$ cat src/hdl/lj_trial_move_energy_assert.svh
// Assertion macros shared by the trial move energy block.
`ifndef LJ_TRIAL_MOVE_ENERGY_ASSERT_SVH
`define LJ_TRIAL_MOVE_ENERGY_ASSERT_SVH

// Same-cycle implication, disabled while reset is low.
`define LJTME_ASSERT_NOW(label, clk, rst_n, ante, cons) \
	label: assert property (@(posedge clk) disable iff (!rst_n) (ante) |-> (cons)) \
		else $error("lj_trial_move_energy: same-cycle check failed");

// Next-cycle implication, disabled while reset is low.
`define LJTME_ASSERT_NEXT(label, clk, rst_n, ante, cons) \
	label: assert property (@(posedge clk) disable iff (!rst_n) (ante) |=> (cons)) \
		else $error("lj_trial_move_energy: next-cycle check failed");

`endif

$ cat src/hdl/ljtme_pkg.sv
// Package: constants, types and arithmetic helpers of the trial move energy block.
`timescale 1ns / 1ps
package ljtme_pkg;

	localparam int FRAC_BITS = 16;
	localparam int POS_W = 22;
	localparam int E_W = 48;
	localparam int BOX_W = 23;
	localparam int SHIFT_W = 18;
	localparam int CNT_W = 8;
	localparam int IDX_W = 7;
	localparam int REQ_W = 2;
	localparam int R2F_W = 22;
	localparam int INV_W = 2 * FRAC_BITS + 1;
	localparam int IN_TDATA_W = 56;
	localparam int OUT_TDATA_W = 144;
	localparam int DEF_MAX_PARTICLES = 128;

	// request codes
	localparam logic [REQ_W-1:0] REQ_WRITE = 2'd0;
	localparam logic [REQ_W-1:0] REQ_TRIAL = 2'd1;
	localparam logic [REQ_W-1:0] REQ_COMMIT = 2'd2;

	// register indexes
	localparam logic [1:0] CFG_PARTICLE_COUNT = 2'd0;
	localparam logic [1:0] CFG_BOX_LENGTH = 2'd1;
	localparam logic [1:0] CFG_CUTOFF_SQ = 2'd2;
	localparam logic [1:0] CFG_ENERGY_SHIFT = 2'd3;

	// register reset values
	localparam logic [CNT_W-1:0] RST_COUNT = 8'd100;
	localparam logic [BOX_W-1:0] RST_BOX = 23'd2621440;
	localparam logic [BOX_W-1:0] RST_CUTOFF = 23'd409600;
	localparam logic signed [SHIFT_W-1:0] RST_SHIFT = -18'sd1069;

	// multiplier operand selects
	localparam logic [1:0] MUL_SEL_INV2SQ = 2'd0;
	localparam logic [1:0] MUL_SEL_CUBE = 2'd1;
	localparam logic [1:0] MUL_SEL_SIXSQ = 2'd2;

	localparam logic [63:0] CAP = 64'h4000_0000_0000_0000;
	localparam logic signed [63:0] DIFF_LIM = 64'sh0004_0000_0000_0000;
	localparam logic signed [63:0] E_MAX64 = 64'sh0000_7FFF_FFFF_FFFF;
	localparam logic signed [63:0] E_MIN64 = 64'shFFFF_8000_0000_0000;
	localparam logic [E_W-1:0] E_MAX = {1'b0, {(E_W-1){1'b1}}};
	localparam logic [E_W-1:0] E_MIN = {1'b1, {(E_W-1){1'b0}}};
	localparam int POS_MAX_I = 2 ** (POS_W - 1) - 1;
	localparam int POS_MIN_I = -(2 ** (POS_W - 1));

	typedef struct packed {
		logic capture;
		logic mem_write_req;
		logic commit;
		logic rd_self;
		logic wrap;
		logic j_clr;
		logic rd_j;
		logic j_inc;
		logic pass_set;
		logic pass_clr;
		logic diff;
		logic img;
		logic sq;
		logic r2;
		logic div_start;
		logic mul_start;
		logic [1:0] mul_sel;
		logic inv2_ld;
		logic inv6_ld;
		logic term_zero;
		logic term_calc;
		logic acc;
		logic out_load;
	} ljtme_cmd_t;

	typedef struct packed {
		logic kind_write;
		logic kind_trial;
		logic kind_commit;
		logic self_ok;
		logic j_end;
		logic j_skip;
		logic pass;
		logic counted;
		logic r2_zero;
		logic div_done;
		logic mul_done;
		logic out_free;
	} ljtme_status_t;

	// old + displacement, wrapped once into the box, then saturated
	function automatic logic signed [POS_W-1:0] wrap_pos(
		input logic signed [POS_W-1:0] o,
		input logic signed [POS_W-1:0] c,
		input logic [BOX_W-1:0] len
	);
		logic signed [POS_W+3:0] p;
		logic signed [POS_W+3:0] p2;
		logic signed [POS_W+3:0] lz;
		logic signed [POS_W+3:0] r;
		p = (POS_W+4)'(o) + (POS_W+4)'(c);
		p2 = p <<< 1;
		lz = $signed({3'b000, len});
		r = p;
		if (p2 >= lz)
			r = p - lz;
		else if (p2 < -lz)
			r = p + lz;
		if (r > (POS_W+4)'(POS_MAX_I))
			r = (POS_W+4)'(POS_MAX_I);
		else if (r < (POS_W+4)'(POS_MIN_I))
			r = (POS_W+4)'(POS_MIN_I);
		return POS_W'(r);
	endfunction

	// minimum image of one coordinate difference
	function automatic logic signed [POS_W+2:0] min_img(
		input logic signed [POS_W:0] d,
		input logic [BOX_W-1:0] len
	);
		logic signed [POS_W+2:0] de;
		logic signed [POS_W+2:0] lz;
		logic [POS_W+1:0] mag;
		de = (POS_W+3)'(d);
		lz = $signed({2'b00, len});
		mag = (de < 0) ? (POS_W+2)'(-de) : (POS_W+2)'(de);
		if ({mag, 1'b0} > {2'b00, len})
			de = (de > 0) ? de - lz : de + lz;
		return de;
	endfunction

	// pair term from inv12 and inv6; top bit is the clip flag
	function automatic logic [E_W:0] pair_term(
		input logic [63:0] inv12,
		input logic [63:0] inv6,
		input logic signed [SHIFT_W-1:0] sh
	);
		logic signed [63:0] d;
		logic signed [63:0] v;
		logic [E_W:0] r;
		d = $signed(inv12) - $signed(inv6);
		v = (d <<< 2) - 64'(sh);
		if (inv12 >= CAP)
			r = {1'b1, E_MAX};
		else if (d > DIFF_LIM)
			r = {1'b1, E_MAX};
		else if (d < -DIFF_LIM)
			r = {1'b1, E_MIN};
		else if (v > E_MAX64)
			r = {1'b1, E_MAX};
		else if (v < E_MIN64)
			r = {1'b1, E_MIN};
		else
			r = {1'b0, v[E_W-1:0]};
		return r;
	endfunction

endpackage

$ cat src/hdl/ljtme_ctrl.sv
// Controller state machine sequencing requests, the partner sweep and the pair unit.
`timescale 1ns / 1ps
module ljtme_ctrl
	import ljtme_pkg::*;
(
	input  logic          clk,
	input  logic          arst_n,
	input  logic          s_tvalid,
	output logic          s_tready,
	input  ljtme_status_t status,
	output ljtme_cmd_t    cmd
);

	localparam logic [4:0] ST_IDLE   = 5'd0;
	localparam logic [4:0] ST_DECODE = 5'd1;
	localparam logic [4:0] ST_WRAP   = 5'd2;
	localparam logic [4:0] ST_J_CHK  = 5'd3;
	localparam logic [4:0] ST_DIFF   = 5'd4;
	localparam logic [4:0] ST_IMG    = 5'd5;
	localparam logic [4:0] ST_SQ     = 5'd6;
	localparam logic [4:0] ST_R2     = 5'd7;
	localparam logic [4:0] ST_EVAL   = 5'd8;
	localparam logic [4:0] ST_DIV    = 5'd9;
	localparam logic [4:0] ST_MUL1   = 5'd10;
	localparam logic [4:0] ST_MUL2   = 5'd11;
	localparam logic [4:0] ST_MUL3   = 5'd12;
	localparam logic [4:0] ST_ACC    = 5'd13;
	localparam logic [4:0] ST_NEXT   = 5'd14;
	localparam logic [4:0] ST_DONE   = 5'd15;

	logic [4:0] state_q;
	logic [4:0] state_d;

	always_ff @(posedge clk or negedge arst_n) begin
		if (!arst_n)
			state_q <= ST_IDLE;
		else
			state_q <= state_d;
	end

	assign s_tready = (state_q == ST_IDLE);

	// next state and commands
	always_comb begin
		cmd = '0;
		state_d = state_q;
		case (state_q)
			ST_IDLE: begin
				if (s_tvalid) begin
					cmd.capture = 1'b1;
					state_d = ST_DECODE;
				end
			end
			ST_DECODE: begin
				if (status.kind_write) begin
					cmd.mem_write_req = 1'b1;
					state_d = ST_DONE;
				end else if (status.kind_commit) begin
					cmd.commit = 1'b1;
					state_d = ST_DONE;
				end else if (status.kind_trial) begin
					cmd.rd_self = 1'b1;
					state_d = ST_WRAP;
				end else begin
					state_d = ST_DONE;
				end
			end
			ST_WRAP: begin
				cmd.wrap = 1'b1;
				cmd.j_clr = 1'b1;
				state_d = status.self_ok ? ST_J_CHK : ST_DONE;
			end
			ST_J_CHK: begin
				if (status.j_end) begin
					state_d = ST_DONE;
				end else if (status.j_skip) begin
					cmd.j_inc = 1'b1;
				end else begin
					cmd.rd_j = 1'b1;
					state_d = ST_DIFF;
				end
			end
			ST_DIFF: begin
				cmd.diff = 1'b1;
				state_d = ST_IMG;
			end
			ST_IMG: begin
				cmd.img = 1'b1;
				state_d = ST_SQ;
			end
			ST_SQ: begin
				cmd.sq = 1'b1;
				state_d = ST_R2;
			end
			ST_R2: begin
				cmd.r2 = 1'b1;
				state_d = ST_EVAL;
			end
			ST_EVAL: begin
				if (!status.counted) begin
					state_d = ST_NEXT;
				end else if (status.r2_zero) begin
					cmd.term_zero = 1'b1;
					state_d = ST_ACC;
				end else begin
					cmd.div_start = 1'b1;
					state_d = ST_DIV;
				end
			end
			ST_DIV: begin
				if (status.div_done) begin
					cmd.inv2_ld = 1'b1;
					cmd.mul_start = 1'b1;
					cmd.mul_sel = MUL_SEL_INV2SQ;
					state_d = ST_MUL1;
				end
			end
			ST_MUL1: begin
				if (status.mul_done) begin
					cmd.mul_start = 1'b1;
					cmd.mul_sel = MUL_SEL_CUBE;
					state_d = ST_MUL2;
				end
			end
			ST_MUL2: begin
				if (status.mul_done) begin
					cmd.inv6_ld = 1'b1;
					cmd.mul_start = 1'b1;
					cmd.mul_sel = MUL_SEL_SIXSQ;
					state_d = ST_MUL3;
				end
			end
			ST_MUL3: begin
				if (status.mul_done) begin
					cmd.term_calc = 1'b1;
					state_d = ST_ACC;
				end
			end
			ST_ACC: begin
				cmd.acc = 1'b1;
				state_d = ST_NEXT;
			end
			ST_NEXT: begin
				// old position first, then trial position, same partner
				if (!status.pass) begin
					cmd.pass_set = 1'b1;
					state_d = ST_DIFF;
				end else begin
					cmd.pass_clr = 1'b1;
					cmd.j_inc = 1'b1;
					state_d = ST_J_CHK;
				end
			end
			ST_DONE: begin
				if (status.out_free) begin
					cmd.out_load = 1'b1;
					state_d = ST_IDLE;
				end
			end
			default: state_d = ST_IDLE;
		endcase
	end

endmodule

$ cat config.mk
export PLATFORM = sky130hd
export DESIGN_NAME = ljtme_ctrl
export DESIGN_NICKNAME = d
export VERILOG_FILES = /design/src/hdl/lj_trial_move_energy_assert.svh /design/src/hdl/ljtme_pkg.sv /design/src/hdl/ljtme_ctrl.sv
export SDC_FILE = /design/constraint.sdc
export NUM_CORES = 1
export LEC_CHECK = 0
export ABC_AREA = 1
export BUFFER_PORTS_ARGS = -buffer_cell sky130_fd_sc_hd__clkbuf_2
export CAP_MARGIN = 15
export CORE_MARGIN = 2
export CORE_UTILIZATION = 43
export CTS_BUF_LIST = sky130_fd_sc_hd__clkbuf_4
export CTS_CLUSTER_SIZE = 30
export DETAILED_ROUTE_END_ITERATION = 8
export GPL_TIMING_DRIVEN = 0
export PLACE_DENSITY = 0.89
export SKIP_CTS_REPAIR_TIMING = 1
export SYNTH_ARGS = -nofsm -noshare
export SYNTH_HDL_FRONTEND = slang
export SYNTH_SLANG_ARGS = --single-unit
$ cat constraint.sdc
create_clock -name clk -period 1.4 [get_ports clk]
set_input_delay 0.28 -clock clk [delete_from_list [all_inputs] [get_ports clk]]
set_output_delay 0.28 -clock clk [all_outputs]
set_load 0.01 [all_outputs]
==> impl_metrics.ini <==
[pwr]
power_frac_clock_pct = 5.7
combPwrFrac_pct = 78.5
switching_share_pct = 58.8
power.switching_mw = 1.44
p_leak_nw = 0.748
p_seq_share_pct = 15.8
powerDensity_nw_per_um2 = 2150
p_total_mw = 2.45
internal_power_mw = 1.01
ir_drop_uv = 1440

[clocking]
cts_buffer_depth = 2
cts_tree = done
path_clk_slew_ns = 0.04
clock-sinks = 4
clock_latency_ns = 0.24
htreeDepth = 1
cts-root-buf = clkbuf_4
cts_made_buffers = 3

[synth]
synthesis.nets = 148
ys_types = 14
synth-seq-area-share_pct = 15.8
synth_seq_cells = 4
synth-edff-count = 0
synth_area_per_cell_um2 = 4.77
netlist_area_um2 = 634
yosysWarnings = 0
syn_inst = 133
synth_ff_type = dfrtp_1
synth-async-reset-ratio_pct = 100

[cells_and_area]
largest-register = state_q
final_common_cell = nand2_1
nNetsFinal = 204
fin_cells = 202
syn2layout_area_growth_pct = 80.1
mostFrequentLayoutCells = nand2_1 (35), clkbuf_2 (22), inv_1 (19), nor2_1 (19), buf_2 (15)
finish.instance_area_um2 = 1140
largestRegisters = state_q x4
antenna_cells = 0
drive_gt1_share_pct = 52.9
largest_reg_flops = 4
fill_cells = 82

[worst_setup_path]
crit_top_cell = inv_2
cp_num_buf_inv = 3
cp_top_family = flip-flops
r2r-start = state_q[2]
r2r_end = state_q[2]
cp_slowest_cell = dfrtp_2
crit_arrival_ns = 1.38
worstSetupStartpointType = flop
worst-r2r-setup-slack_ns = -0.10
slowest_delay_ns = 0.46
cp_max_fo = 6
critPathKind = flop to output port
path_cells = inv_2 > nand2_2 > nor2_4 > inv_2 > nor2_2 > buf_2
critPathLaunch = state_q[2]
endpoint_kind = output port
critPathRequiredTime_ns = 1.12
ff2ff_path_depth = 9

[die]
core_um2 = 1330
rows = 13
die_w_um = 42.4
die_h_um = 42.4
ios = 40
initial_core_util_pct = 47.6
dieArea_um2 = 1800

[route]
drt-total-wl_mm = 2.80
drtAntennaViolNets = 0
wl_per_cell_um = 13.9
drc_errors = 0
num_vias = 1116
viasPerCell = 5.52
first_pass_iters = 4
drt-initial-drc-count = 89

[sta]
finClkSkew_ns = 0.00306
slew_headroom_pct = 83.6
tns_ns = -4.46
hold_violations = 0
setup_viol = 28
final.min_clock_period_ns = 1.66
post-route-period-util_pct = 119
fmax_ghz = 0.603
rsz0062_at_grt = yes
worst_slew_pin_slew_ns = 0.246
maxSlewViolCount = 0
setup_slack_ns = -0.259

[status]
violations = setup timing
status = complete, but fails checks

[placed_design]
gp_congestion = 0.906
dp.cells = 187
placed_cell_area_um2 = 848
place_ws_ns = -0.0979
port_buffers = 39
hpwlAfterDp_mm = 1.61

[global_routing]
overflow = 0
grt_max_degree = 8
antenna_found_initial = 0
grt_pass1_vias = 813
grtUsageTotal_pct = 21.9
grt_pass1_wl_mm = 3.05

[worst_hold_path]
hold_path_class = input port to flop
hold_depth = 4
whs_endpoint = state_q[2]
hp-start = status[1]

[run]
cap_violations = 0
worst max-delay path by stage:
stage	end	slack, ns	cells past startpoint
after CTS	cmd[21]	-0.35	6
after global routing	cmd[5]	-0.30	6
final	cmd[5]	-0.26	6
after detailed placement	cmd[23]	-0.1	4
after floorplan	cmd[21]	0.06	5
after global placement	cmd[2]	-0.08	4
power groups by stage:
stage | clock, mW | combinational [mW] | sequential (mW)
finish | 0.140 | 1.93 | 0.387
global route | 0.151 | 2.08 | 0.396
CTS | 0.145 | 1.22 | 0.286
detailed placement | 0 | 1.21 | 0.287
global placement | 0 | 1.18 | 0.280
floorplan | 0 | 0.894 | 0.262
layer usage:
metal,share of wire [%],GRT usage (%),vias to the layer above
li1,-,-,508
met3,9.0,2.59,15
met4,3.5,11.3,0
met5,0,0,-
met2,52,37.5,85
met1,36,26.5,508
layout make-up:
| class | count | area [um^2] | area share [%] |
|---|---|---|---|
| tap | 15 | 18.8 | 1.64 |
| sequential | 4 | 105 | 9.20 |
| inverter | 27 | 106 | 9.31 |
| timing repair buffer | 51 | 300 | 26.3 |
| multi-input combinational | 101 | 578 | 50.6 |
| clock buffer | 3 | 22.5 | 1.97 |
| buffer | 1 | 11.3 | 0.986 |
Yosys cell counts, types with 2 or more instances:
library cell	instances	area share (%)
nand2_1	46	27
nor2_1	29	17
inv_1	26	15
nand3_1	10	7.9
nor3_1	6	4.7
dfrtp_1	4	16
a21oi_1	2	1.6
nand3b_1	2	2.4
nor2_2	2	2.0
o21ai_0	2	1.6
tightest hold or removal path, cell delays in order:
cell	delay, ns
clkbuf_2	0.08
o21ai_0	0.08
inv_1	0.05
nand2_1	0.05
per-stage QoR:
| stage | utilization (%) | hold WS (ns) |
|---|---|---|
| floorplan | - | -0.0156 |
| global placement | 63.6 | 0.0848 |
| detailed placement | 63.6 | 0.0865 |
| CTS | 65.3 | -0.163 |
| global route | 85.6 | 0.403 |
| finish | 85.6 | 0.344 |
kinds of logic (layout without fill, tap and decap cells):
kind of cell / Yosys count / count (layout) / share of synthesized area, %
flops: 4 / 4 / 15.8
simple gates: 96 / 96 / 62.9
compound gates: 5 / 5 / 4.14
buf+inv: 28 / 82 / 17.2
Note: power is estimated with default switching activity, not from simulation.
